<file path="config.mk">
export PLATFORM = sky130hd
export DESIGN_NAME = anchor_box_decode_threshold
export DESIGN_NICKNAME = d
export VERILOG_FILES = /design/src/rtl/abd_pkg.sv /design/src/rtl/abd_front.sv /design/src/rtl/abd_queue.sv /design/src/rtl/abd_back.sv /design/src/rtl/anchor_box_decode_threshold.sv
export VERILOG_INCLUDE_DIRS = /design/src /design/src/rtl
export SDC_FILE = /design/constraint.sdc
export NUM_CORES = 2
export LEC_CHECK = 0
export BUFFER_PORTS_ARGS = -buffer_cell sky130_fd_sc_hd__buf_2
export CORE_MARGIN = 4
export CORE_UTILIZATION = 40
export DETAILED_ROUTE_END_ITERATION = 10
export HOLD_SLACK_MARGIN = 0.03
export SLEW_MARGIN = 10
export SYNTH_ARGS = -nofsm -noshare
export SYNTH_HDL_FRONTEND = slang
export SYNTH_SLANG_ARGS = --single-unit
</file>
<file path="constraint.sdc">
create_clock -name clk -period 13.9 [get_ports clk]
set_clock_uncertainty 0.1 [all_clocks]
set_input_delay 0.695 -clock clk [delete_from_list [all_inputs] [get_ports clk]]
set_output_delay 0.695 -clock clk [all_outputs]
set_load 0.01 [all_outputs]
</file>
<file path="src/rtl/anchor_box_decode_threshold_defines.svh">
// Assertion helpers for the anchor box decoder.
`ifndef ANCHOR_BOX_DECODE_THRESHOLD_DEFINES_SVH
`define ANCHOR_BOX_DECODE_THRESHOLD_DEFINES_SVH

// Condition must never hold outside reset.
`define ABD_NEVER(lbl, cond) \
  lbl: assert property (@(posedge clk) disable iff (rst) !(cond)) \
    else $error("abd: forbidden condition seen");

// Antecedent in one cycle implies consequent in the next.
`define ABD_NEXT(lbl, ante, cons) \
  lbl: assert property (@(posedge clk) disable iff (rst) (ante) |=> (cons)) \
    else $error("abd: expected follow-up missing");

`endif

</file>
<file path="src/rtl/abd_pkg.sv">
package abd_pkg;

  localparam int QDEPTH = 4;
  localparam int QPTR = $clog2(QDEPTH);
  localparam int ODEPTH = 4;
  localparam int OPTR = $clog2(ODEPTH);

  typedef enum logic [2:0] {
    REG_ANCHOR_SIZES = 3'd0,
    REG_STRIDE_SHIFT = 3'd1,
    REG_GRID_WIDTH   = 3'd2,
    REG_CLASS_COUNT  = 3'd3,
    REG_OBJ_THRES    = 3'd4,
    REG_SCORE_THRES  = 3'd5
  } reg_index_t;

  typedef struct packed {
    logic [59:0]        anchor_sizes;
    logic [2:0]         stride_shift;
    logic [9:0]         grid_width;
    logic [7:0]         class_count;
    logic signed [15:0] obj_logit_thres;
    logic [15:0]        score_thres;
  } cfg_t;

  typedef enum logic [2:0] {
    K_CX  = 3'd0,
    K_CY  = 3'd1,
    K_W   = 3'd2,
    K_H   = 3'd3,
    K_OBJ = 3'd4,
    K_CLS = 3'd5
  } kind_t;

  typedef struct packed {
    kind_t       kind;
    logic [15:0] sig;
    logic [8:0]  coord;
    logic [9:0]  anchor;
    logic        pass;
    logic [7:0]  label;
  } item_t;

  typedef struct packed {
    logic signed [16:0] center_x;
    logic signed [16:0] center_y;
    logic [15:0]        box_w;
    logic [15:0]        box_h;
    logic [15:0]        score;
    logic [7:0]         class_label;
  } result_t;

  typedef struct packed {
    logic [OPTR:0] occupancy;
    logic          result_push;
    logic          out_full;
  } back_status_t;

endpackage

</file>
<file path="src/rtl/abd_front.sv">
module abd_front (
  input  logic                clk,
  input  logic                rst,
  input  abd_pkg::cfg_t       cfg,
  input  logic                accept,
  input  logic signed [15:0]  logit,
  input  logic                tensor_start,
  output logic                item_valid,
  output abd_pkg::item_t      item
);
  import abd_pkg::*;

  localparam logic [16:0] KNOTS [17] = '{
    17'd32768, 17'd40793, 17'd47911, 17'd53581, 17'd57724, 17'd60565,
    17'd62428, 17'd63615, 17'd64357, 17'd64816, 17'd65097, 17'd65269,
    17'd65374, 17'd65438, 17'd65476, 17'd65500, 17'd65514
  };

  logic [8:0] channel_count, cell_x, cell_y;
  logic [1:0] anchor_count;
  logic [8:0] chan, cx, cy;
  logic [1:0] anc;
  logic [8:0] last;
  logic [16:0] mag, kl, kh, interp;
  logic [19:0] prod;
  logic [16:0] sig_pos;
  logic [4:0]  pos;

  always_comb begin
    chan = tensor_start ? 9'd0 : channel_count;
    anc  = tensor_start ? 2'd0 : anchor_count;
    cx   = tensor_start ? 9'd0 : cell_x;
    cy   = tensor_start ? 9'd0 : cell_y;
    last = {1'b0, cfg.class_count} + 9'd4;

    // table sigmoid on |x|, mirror for negative logits
    mag = logit[15] ? 17'(-$signed({logit[15], logit})) : {1'b0, logit};
    kl = KNOTS[mag[10:7]];
    kh = KNOTS[5'(mag[10:7]) + 5'd1];
    prod = 20'((kh - kl) * mag[6:0]);
    interp = kl + 17'(prod >> 7);
    sig_pos = (mag >= 17'd2048) ? KNOTS[16] : interp;

    item.sig    = logit[15] ? 16'(17'd65536 - sig_pos) : sig_pos[15:0];
    item.coord  = (chan == 9'd1) ? cy : cx;
    item.pass   = logit > cfg.obj_logit_thres;
    item.label  = 8'(chan - 9'd5);
    pos = 5'(anc) * 5'd2 + ((chan == 9'd3) ? 5'd1 : 5'd0);
    item.anchor = cfg.anchor_sizes[10*pos +: 10];

    item_valid = accept;
    unique case (chan)
      9'd0:    item.kind = K_CX;
      9'd1:    item.kind = K_CY;
      9'd2:    item.kind = K_W;
      9'd3:    item.kind = K_H;
      9'd4:    item.kind = K_OBJ;
      default: begin
        item.kind = K_CLS;
        if (chan > last) item_valid = 1'b0;
      end
    endcase
  end

  always_ff @(posedge clk) begin
    if (rst) begin
      channel_count <= '0;
      anchor_count  <= '0;
      cell_x        <= '0;
      cell_y        <= '0;
    end else if (accept) begin
      if (chan >= last) begin
        channel_count <= '0;
        if (anc >= 2'd2) begin
          anchor_count <= '0;
          if ({1'b0, cx} + 10'd1 >= cfg.grid_width || cx >= 9'd511) begin
            cell_x <= '0;
            cell_y <= cy + 9'd1;
          end else begin
            cell_x <= cx + 9'd1;
            cell_y <= cy;
          end
        end else begin
          anchor_count <= anc + 2'd1;
          cell_x <= cx;
          cell_y <= cy;
        end
      end else begin
        channel_count <= chan + 9'd1;
        anchor_count  <= anc;
        cell_x        <= cx;
        cell_y        <= cy;
      end
    end
  end
endmodule

</file>
<file path="src/rtl/abd_queue.sv">
module abd_queue (
  input  logic           clk,
  input  logic           rst,
  input  logic           push,
  input  abd_pkg::item_t push_item,
  output logic           full,
  input  logic           pop,
  output logic           empty,
  output abd_pkg::item_t head
);
  import abd_pkg::*;

  item_t           slots [QDEPTH];
  logic [QPTR-1:0] wr_ptr, rd_ptr;
  logic [QPTR:0]   count;

  assign full  = count == (QPTR+1)'(QDEPTH);
  assign empty = count == '0;
  assign head  = slots[rd_ptr];

  always_ff @(posedge clk) begin
    if (rst) begin
      wr_ptr <= '0;
      rd_ptr <= '0;
      count  <= '0;
    end else begin
      if (push) wr_ptr <= wr_ptr + 1'b1;
      if (pop)  rd_ptr <= rd_ptr + 1'b1;
      count <= count + (QPTR+1)'(push) - (QPTR+1)'(pop);
    end
  end

  always_ff @(posedge clk) begin
    if (push) slots[wr_ptr] <= push_item;
  end
endmodule

</file>
<file path="src/rtl/abd_back.sv">
module abd_back (
  input  logic                 clk,
  input  logic                 rst,
  input  abd_pkg::cfg_t        cfg,
  input  logic                 q_empty,
  input  abd_pkg::item_t       q_head,
  output logic                 q_pop,
  input  logic                 pop,
  output logic                 empty,
  output abd_pkg::result_t     result,
  output abd_pkg::back_status_t status
);
  import abd_pkg::*;

  // stage 1 register
  logic               s1_valid;
  kind_t              s1_kind;
  logic signed [16:0] s1_center;
  logic [33:0]        s1_sq;
  logic [9:0]         s1_anchor;
  logic [15:0]        s1_score;
  logic               s1_pass;
  logic [7:0]         s1_label;

  logic signed [16:0] held_center_x, held_center_y;
  logic [15:0]        held_width, held_height, object_conf;
  logic               object_pass;

  result_t            oslots [ODEPTH];
  logic [OPTR-1:0]    owr, ord;
  logic [OPTR:0]      ocount;

  logic signed [27:0] t;
  logic signed [34:0] ts;
  logic signed [22:0] r;
  logic signed [16:0] center;
  logic [16:0]        sx;
  logic [43:0]        size_prod;
  logic               res_push, out_pop;
  result_t            res;

  assign q_pop = !q_empty && ({1'b0, ocount} + (OPTR+2)'(s1_valid) < (OPTR+2)'(ODEPTH));

  always_comb begin
    t  = $signed({11'd0, q_head.sig, 1'b0}) - 28'sd32768
       + $signed({3'd0, q_head.coord, 16'd0});
    ts = 35'(t) <<< cfg.stride_shift;
    r  = 23'(ts >>> 12);
    if (r > 23'sd65535)       center = 17'sd65535;
    else if (r < -23'sd65536) center = -17'sd65536;
    else                      center = r[16:0];
    sx = {q_head.sig, 1'b0};
    size_prod = s1_sq * s1_anchor;
  end

  always_ff @(posedge clk) begin
    if (rst) s1_valid <= 1'b0;
    else     s1_valid <= q_pop;
  end

  always_ff @(posedge clk) begin
    if (q_pop) begin
      s1_kind   <= q_head.kind;
      s1_center <= center;
      s1_sq     <= sx * sx;
      s1_anchor <= q_head.anchor;
      s1_score  <= 16'((32'(object_conf) * 32'(q_head.sig)) >> 16);
      s1_pass   <= object_pass;
      s1_label  <= q_head.label;
    end
  end

  always_ff @(posedge clk) begin
    if (rst) begin
      object_conf <= '0;
      object_pass <= 1'b0;
      held_center_x <= '0;
      held_center_y <= '0;
      held_width    <= '0;
      held_height   <= '0;
    end else begin
      if (q_pop && q_head.kind == K_OBJ) begin
        object_conf <= q_head.sig;
        object_pass <= q_head.pass;
      end
      if (s1_valid) begin
        unique case (s1_kind)
          K_CX:    held_center_x <= s1_center;
          K_CY:    held_center_y <= s1_center;
          K_W:     held_width    <= size_prod[43:28];
          K_H:     held_height   <= size_prod[43:28];
          default: ;
        endcase
      end
    end
  end

  always_comb begin
    res.center_x    = held_center_x;
    res.center_y    = held_center_y;
    res.box_w       = held_width;
    res.box_h       = held_height;
    res.score       = s1_score;
    res.class_label = s1_label;
    res_push = s1_valid && s1_kind == K_CLS && s1_pass && s1_score > cfg.score_thres;
  end

  assign empty   = ocount == '0;
  assign out_pop = pop && !empty;
  assign result  = oslots[ord];

  always_ff @(posedge clk) begin
    if (rst) begin
      owr <= '0;
      ord <= '0;
      ocount <= '0;
    end else begin
      if (res_push) owr <= owr + 1'b1;
      if (out_pop)  ord <= ord + 1'b1;
      ocount <= ocount + (OPTR+1)'(res_push) - (OPTR+1)'(out_pop);
    end
  end

  always_ff @(posedge clk) begin
    if (res_push) oslots[owr] <= res;
  end

  assign status.occupancy   = ocount;
  assign status.result_push = res_push;
  assign status.out_full    = ocount == (OPTR+1)'(ODEPTH);
endmodule

</file>
<file path="src/rtl/anchor_box_decode_threshold.sv">
// Anchor box decoder with objectness and score gating, one detection layer.
// Input channel: push/full. One logit word per accepted push, in tensor memory
// order (cell, anchor, channel); tensor_start marks the first word of a tensor.
// Result channel: empty/pop. Each class that passes the objectness and score
// gates yields one word with the held box, score and class label, oldest first.
// Configuration: wr_en/wr_index/wr_data, to be written by the user only while
// the block is idle; the block itself does not enforce this. A front stage
// counts channels, takes the sigmoid from a knot table and classifies the
// word; a four-word queue decouples it from the back pipeline, which decodes
// centers and sizes, gates objectness and scores, and fills a four-word
// result queue. One logit word per cycle is sustained while full stays low; a
// result passes the middle queue, the stage 1 multiply register and the result
// queue write before it shows on the result ports.
// Reset clears all counters, queues and held box state and reloads the
// register defaults. When pop stays low the result queue fills, the back
// pipeline stops drawing from the middle queue, and full rises once that
// queue is full too; no word is dropped.
module anchor_box_decode_threshold (
  input  logic               clk,
  input  logic               rst,
  input  logic               push,
  output logic               full,
  input  logic signed [15:0] logit,
  input  logic               tensor_start,
  output logic               empty,
  input  logic               pop,
  output logic signed [16:0] center_x,
  output logic signed [16:0] center_y,
  output logic [15:0]        box_w,
  output logic [15:0]        box_h,
  output logic [15:0]        score,
  output logic [7:0]         class_label,
  input  logic               wr_en,
  input  logic [2:0]         wr_index,
  input  logic [59:0]        wr_data
);
  import abd_pkg::*;
`include "anchor_box_decode_threshold_defines.svh"

  cfg_t         cfg;
  logic         accept, item_valid, q_pop, q_empty;
  item_t        item, q_head;
  result_t      result;
  back_status_t status;

  // hold configuration registers; load defaults at reset
  always_ff @(posedge clk) begin
    if (rst) begin
      cfg.anchor_sizes    <= 60'd25932013970142218;
      cfg.stride_shift    <= 3'd3;
      cfg.grid_width      <= 10'd80;
      cfg.class_count     <= 8'd80;
      cfg.obj_logit_thres <= -16'sd281;
      cfg.score_thres     <= 16'd16384;
    end else if (wr_en) begin
      unique case (wr_index)
        REG_ANCHOR_SIZES: cfg.anchor_sizes    <= wr_data;
        REG_STRIDE_SHIFT: cfg.stride_shift    <= wr_data[2:0];
        REG_GRID_WIDTH:   cfg.grid_width      <= wr_data[9:0];
        REG_CLASS_COUNT:  cfg.class_count     <= wr_data[7:0];
        REG_OBJ_THRES:    cfg.obj_logit_thres <= wr_data[15:0];
        REG_SCORE_THRES:  cfg.score_thres     <= wr_data[15:0];
        default: ;
      endcase
    end
  end

  assign accept = push && !full;

  abd_front u_front (
    .clk, .rst, .cfg, .accept, .logit, .tensor_start,
    .item_valid, .item
  );

  abd_queue u_queue (
    .clk, .rst,
    .push(item_valid), .push_item(item), .full,
    .pop(q_pop), .empty(q_empty), .head(q_head)
  );

  abd_back u_back (
    .clk, .rst, .cfg, .q_empty, .q_head, .q_pop,
    .pop, .empty, .result, .status
  );

  assign center_x    = result.center_x;
  assign center_y    = result.center_y;
  assign box_w       = result.box_w;
  assign box_h       = result.box_h;
  assign score       = result.score;
  assign class_label = result.class_label;

  // the credit check must keep the result queue from overflowing
  `ABD_NEVER(a_no_result_overflow, status.result_push && status.out_full && !pop)
  `ABD_NEVER(a_occupancy_bound, status.occupancy > (OPTR+1)'(ODEPTH))
  `ABD_NEXT(a_push_shows_result, status.result_push, !empty)
endmodule

</file>
==> results.json <==
{
  "critical_path_class": "in2reg",
  "dp.cells": 7929,
  "grt_pass1_vias": 44212,
  "wl_um": 152300,
  "clk_pin_slew_worst_paths_ps": 60,
  "drive_gt1_frac": 0.09968,
  "ys.flop_type": "edfxtp_1",
  "routedWlPerCell_um": 18.82,
  "cp-end-kind": "flip-flop",
  "core_area_sq_um": 158700,
  "tightest_slew_ps": 1142,
  "crit_top_cell": "ha_1",
  "yosys.area_share.simple": 0.1245,
  "outcome": "complete, no violations",
  "grt_usage": 0.1849,
  "worstPathMaxFanout": 19,
  "finalCritPeriodShare": 0.8610,
  "synth.mux.area_fraction": 0.06115,
  "crit_buf_inv": 7,
  "synth_edf_count": 634,
  "clock.fmax_ghz": 0.08355,
  "viasPerCell": 5.173,
  "clock_path_buffers": 3,
  "cts_resized": 0,
  "grt_pass1_wl_um": 247000,
  "synth_compound_area_frac": 0.06570,
  "hold_path.startpoint": "wr_data[51]",
  "postSynthCellCount": 5879,
  "grt_start_max_net_pins": 76,
  "nets": 7119,
  "dpl_cell_area_sq_um": 67130,
  "synth_seq_area_share": 0.3733,
  "drc": 0,
  "clock_latency_ps": 680,
  "ios": 177,
  "cts_hold_buf": 0,
  "relSlewSlack": 0.2339,
  "die_y_um": 408.3,
  "synth_top_family_by_area": "adder cells",
  "min_period_ps": 11970,
  "vias": 41873,
  "finalNonFillerCells": 8094,
  "cts_htree_levels": 3,
  "avgSynthCellArea_sq_um": 10.90,
  "cp_top_family": "adder cells",
  "cts.sinks": 878,
  "hold_violations": 0,
  "synth_cell_types": 86,
  "area_delta_synth_final_pct": 9.403,
  "chipWidth_um": 408.3,
  "cts_root_buf": "clkbuf_16",
  "ys_ff_latch": 878,
  "rsz0062_at_grt": "no",
  "die_area_sq_um": 166700,
  "grt-ovfl-total": 0,
  "setup_slack_ps": 1932,
  "drt_first_pass_iters": 6,
  "synth_warnings": 0,
  "rows": 146,
  "final.setup.tns_ps": 0,
  "synth_fa_ha_area_frac": 0.2902,
  "place_hpwl_um": 110000,
  "start_kind": "primary input",
  "cap_viol_max_count": 0,
  "slowest_delay_ps": 670,
  "final_max_slew_viol_count": 0,
  "ant_nets": 0,
  "syn_area_sq_um": 64080,
  "cp-startpoint": "logit[0]",
  "portBuffers": 176,
  "gp_congestion": 0.8271,
  "dpl_worst_slack_ps": 1170,
  "cts_tree": "built",
  "setup_viol": 0,
  "crit_arrival_ps": 12270,
  "crit_required_ps": 14200,
  "cp_slowest_cell": "ha_1",
  "postCtsSetupRepairBufs": 0,
  "ys_async_sr_fraction": 0,
  "synth_xor_area_frac": 0.02118,
  "antenna_found_initial": 7,
  "drt_iter0_drc": 2795,
  "hold_class": "in2reg",
  "final_area_sq_um": 70110,
  "initial_core_util": 0.4037,
  "cts_made_buffers": 88
}
kinds of logic after synthesis:
kind of cell / Yosys count
AOI/OAI and AO/OA: 688
xor gates and xnor gates: 155
adders and majority gates: 1088
buffers and inverters: 1085
DFF: 878
muxes: 222
other: 2
and+or+nand+nor: 1761
Yosys cell counts, drive strengths merged, types with 11 or more instances:
cell type | instances | area [sq um]
nand3 | 59 | 295.3
a22o | 13 | 113.9
mux4 | 133 | 2995
xnor2 | 98 | 858.3
mux2i | 66 | 660.6
a21oi | 305 | 1526
and2 | 277 | 1733
buf | 33 | 142.6
or3 | 17 | 106.4
o21bai | 11 | 86.33
o21a | 38 | 285.3
o211ai | 21 | 157.7
nand2b | 36 | 225.2
or2 | 23 | 143.9
inv | 803 | 3014
fa | 664 | 13290
ha | 423 | 5293
clkbuf | 240 | 900.9
and3 | 19 | 118.9
nor3 | 41 | 205.2
xor2 | 57 | 499.2
a211oi | 16 | 120.1
nor2 | 314 | 1179
nand4 | 25 | 156.4
dfxtp | 244 | 4885
a21o | 48 | 360.4
nor2b | 45 | 281.5
edfxtp | 634 | 19040
nand2 | 872 | 3276
o21ai | 131 | 670.7
a31oi | 14 | 87.58
mux2 | 23 | 262.8
per-stage QoR:
stage,hold slack (ps),util
5_1_grt,113.6,0.4416
3_3_place_gp,339.6,0.4229
4_1_cts,72.16,0.4415
3_5_place_dp,346.9,0.4229
6_report,140.5,0.4416
2_1_floorplan,307.6,-
area by class of cell:
class,count,area (sq um)
Multi-Input combinational cell,3917,36120
Sequential cell,878,23940
Inverter,812,3048
Clock inverter,29,350.3
Timing Repair Buffer,250,1443
Clock buffer,133,2613
Fill cell,14818,88640
Antenna cell,3,7.507
Tap cell,2072,2592
metal layers:
metal | part of all wire | vias to the layer above | track usage
met2 | 0.48 | 974 | 0.3108
met1 | 0.45 | 21181 | 0.2563
li1 | - | 19541 | -
met4 | 0.020 | 2 | 0.04375
met5 | 0.000072 | - | 0
met3 | 0.049 | 175 | 0.02322
registers in the layout, summed over array words and instances (netlist names), 8 cells and up, named ones only:
signal,cells
u_front.channel_count,9
u_back.s1_anchor,10
u_back.s1_label,8
u_back.oslots,360
u_back.held_center_x,17
u_back.s1_score,16
cfg,113
u_back.object_conf,16
u_front.cell_y,9
u_back.held_height,16
u_front.cell_x,9
u_back.held_center_y,17
u_queue.slots,188
u_back.held_width,16
u_back.s1_sq,31
u_back.s1_center,17
placed cells by master (no fill, tap or decap), types with 10 or more instances in the layout:
master,instances
nor3_1,37
a22o_1,13
o211ai_1,21
xor2_1,57
clkbuf_1,22
nor2b_1,45
mux2_2,22
a211oi_1,16
nand3_1,59
or3_1,17
mux2i_1,66
edfxtp_1,634
ha_1,423
buf_2,175
buf_4,74
a21oi_1,305
nor2_1,313
clkbuf_16,89
clkbuf_8,22
inv_1,800
o21bai_1,10
clkinv_1,16
dfxtp_1,240
fa_1,664
mux4_2,133
xnor2_1,98
o31ai_1,10
o21ai_0,117
or2_2,23
nand2b_1,36
o21a_1,38
o21ai_1,12
nand4_1,25
nand2_1,870
a31oi_1,14
a21o_1,48
and2_1,269
and3_1,19
worst min-delay path, cell delays in order:
cell and delay, ps:
buf_2 80, nand2_1 40, nand3_1 70
worst paths after layout:
check                                       endpoint  slack (ps)  depth (start not counted)
worst max-delay path            u_queue.slots[0][43]        1930                         45
worst min-delay path                        cfg[104]         140                          3
worst max register to register   u_back.s1_score[15]        4690                         26
worst min register to register               cfg[55]         350                          2
Power is not shown: default switching activity piles up to over one toggle a cycle in this logic, so the estimate is an artifact.
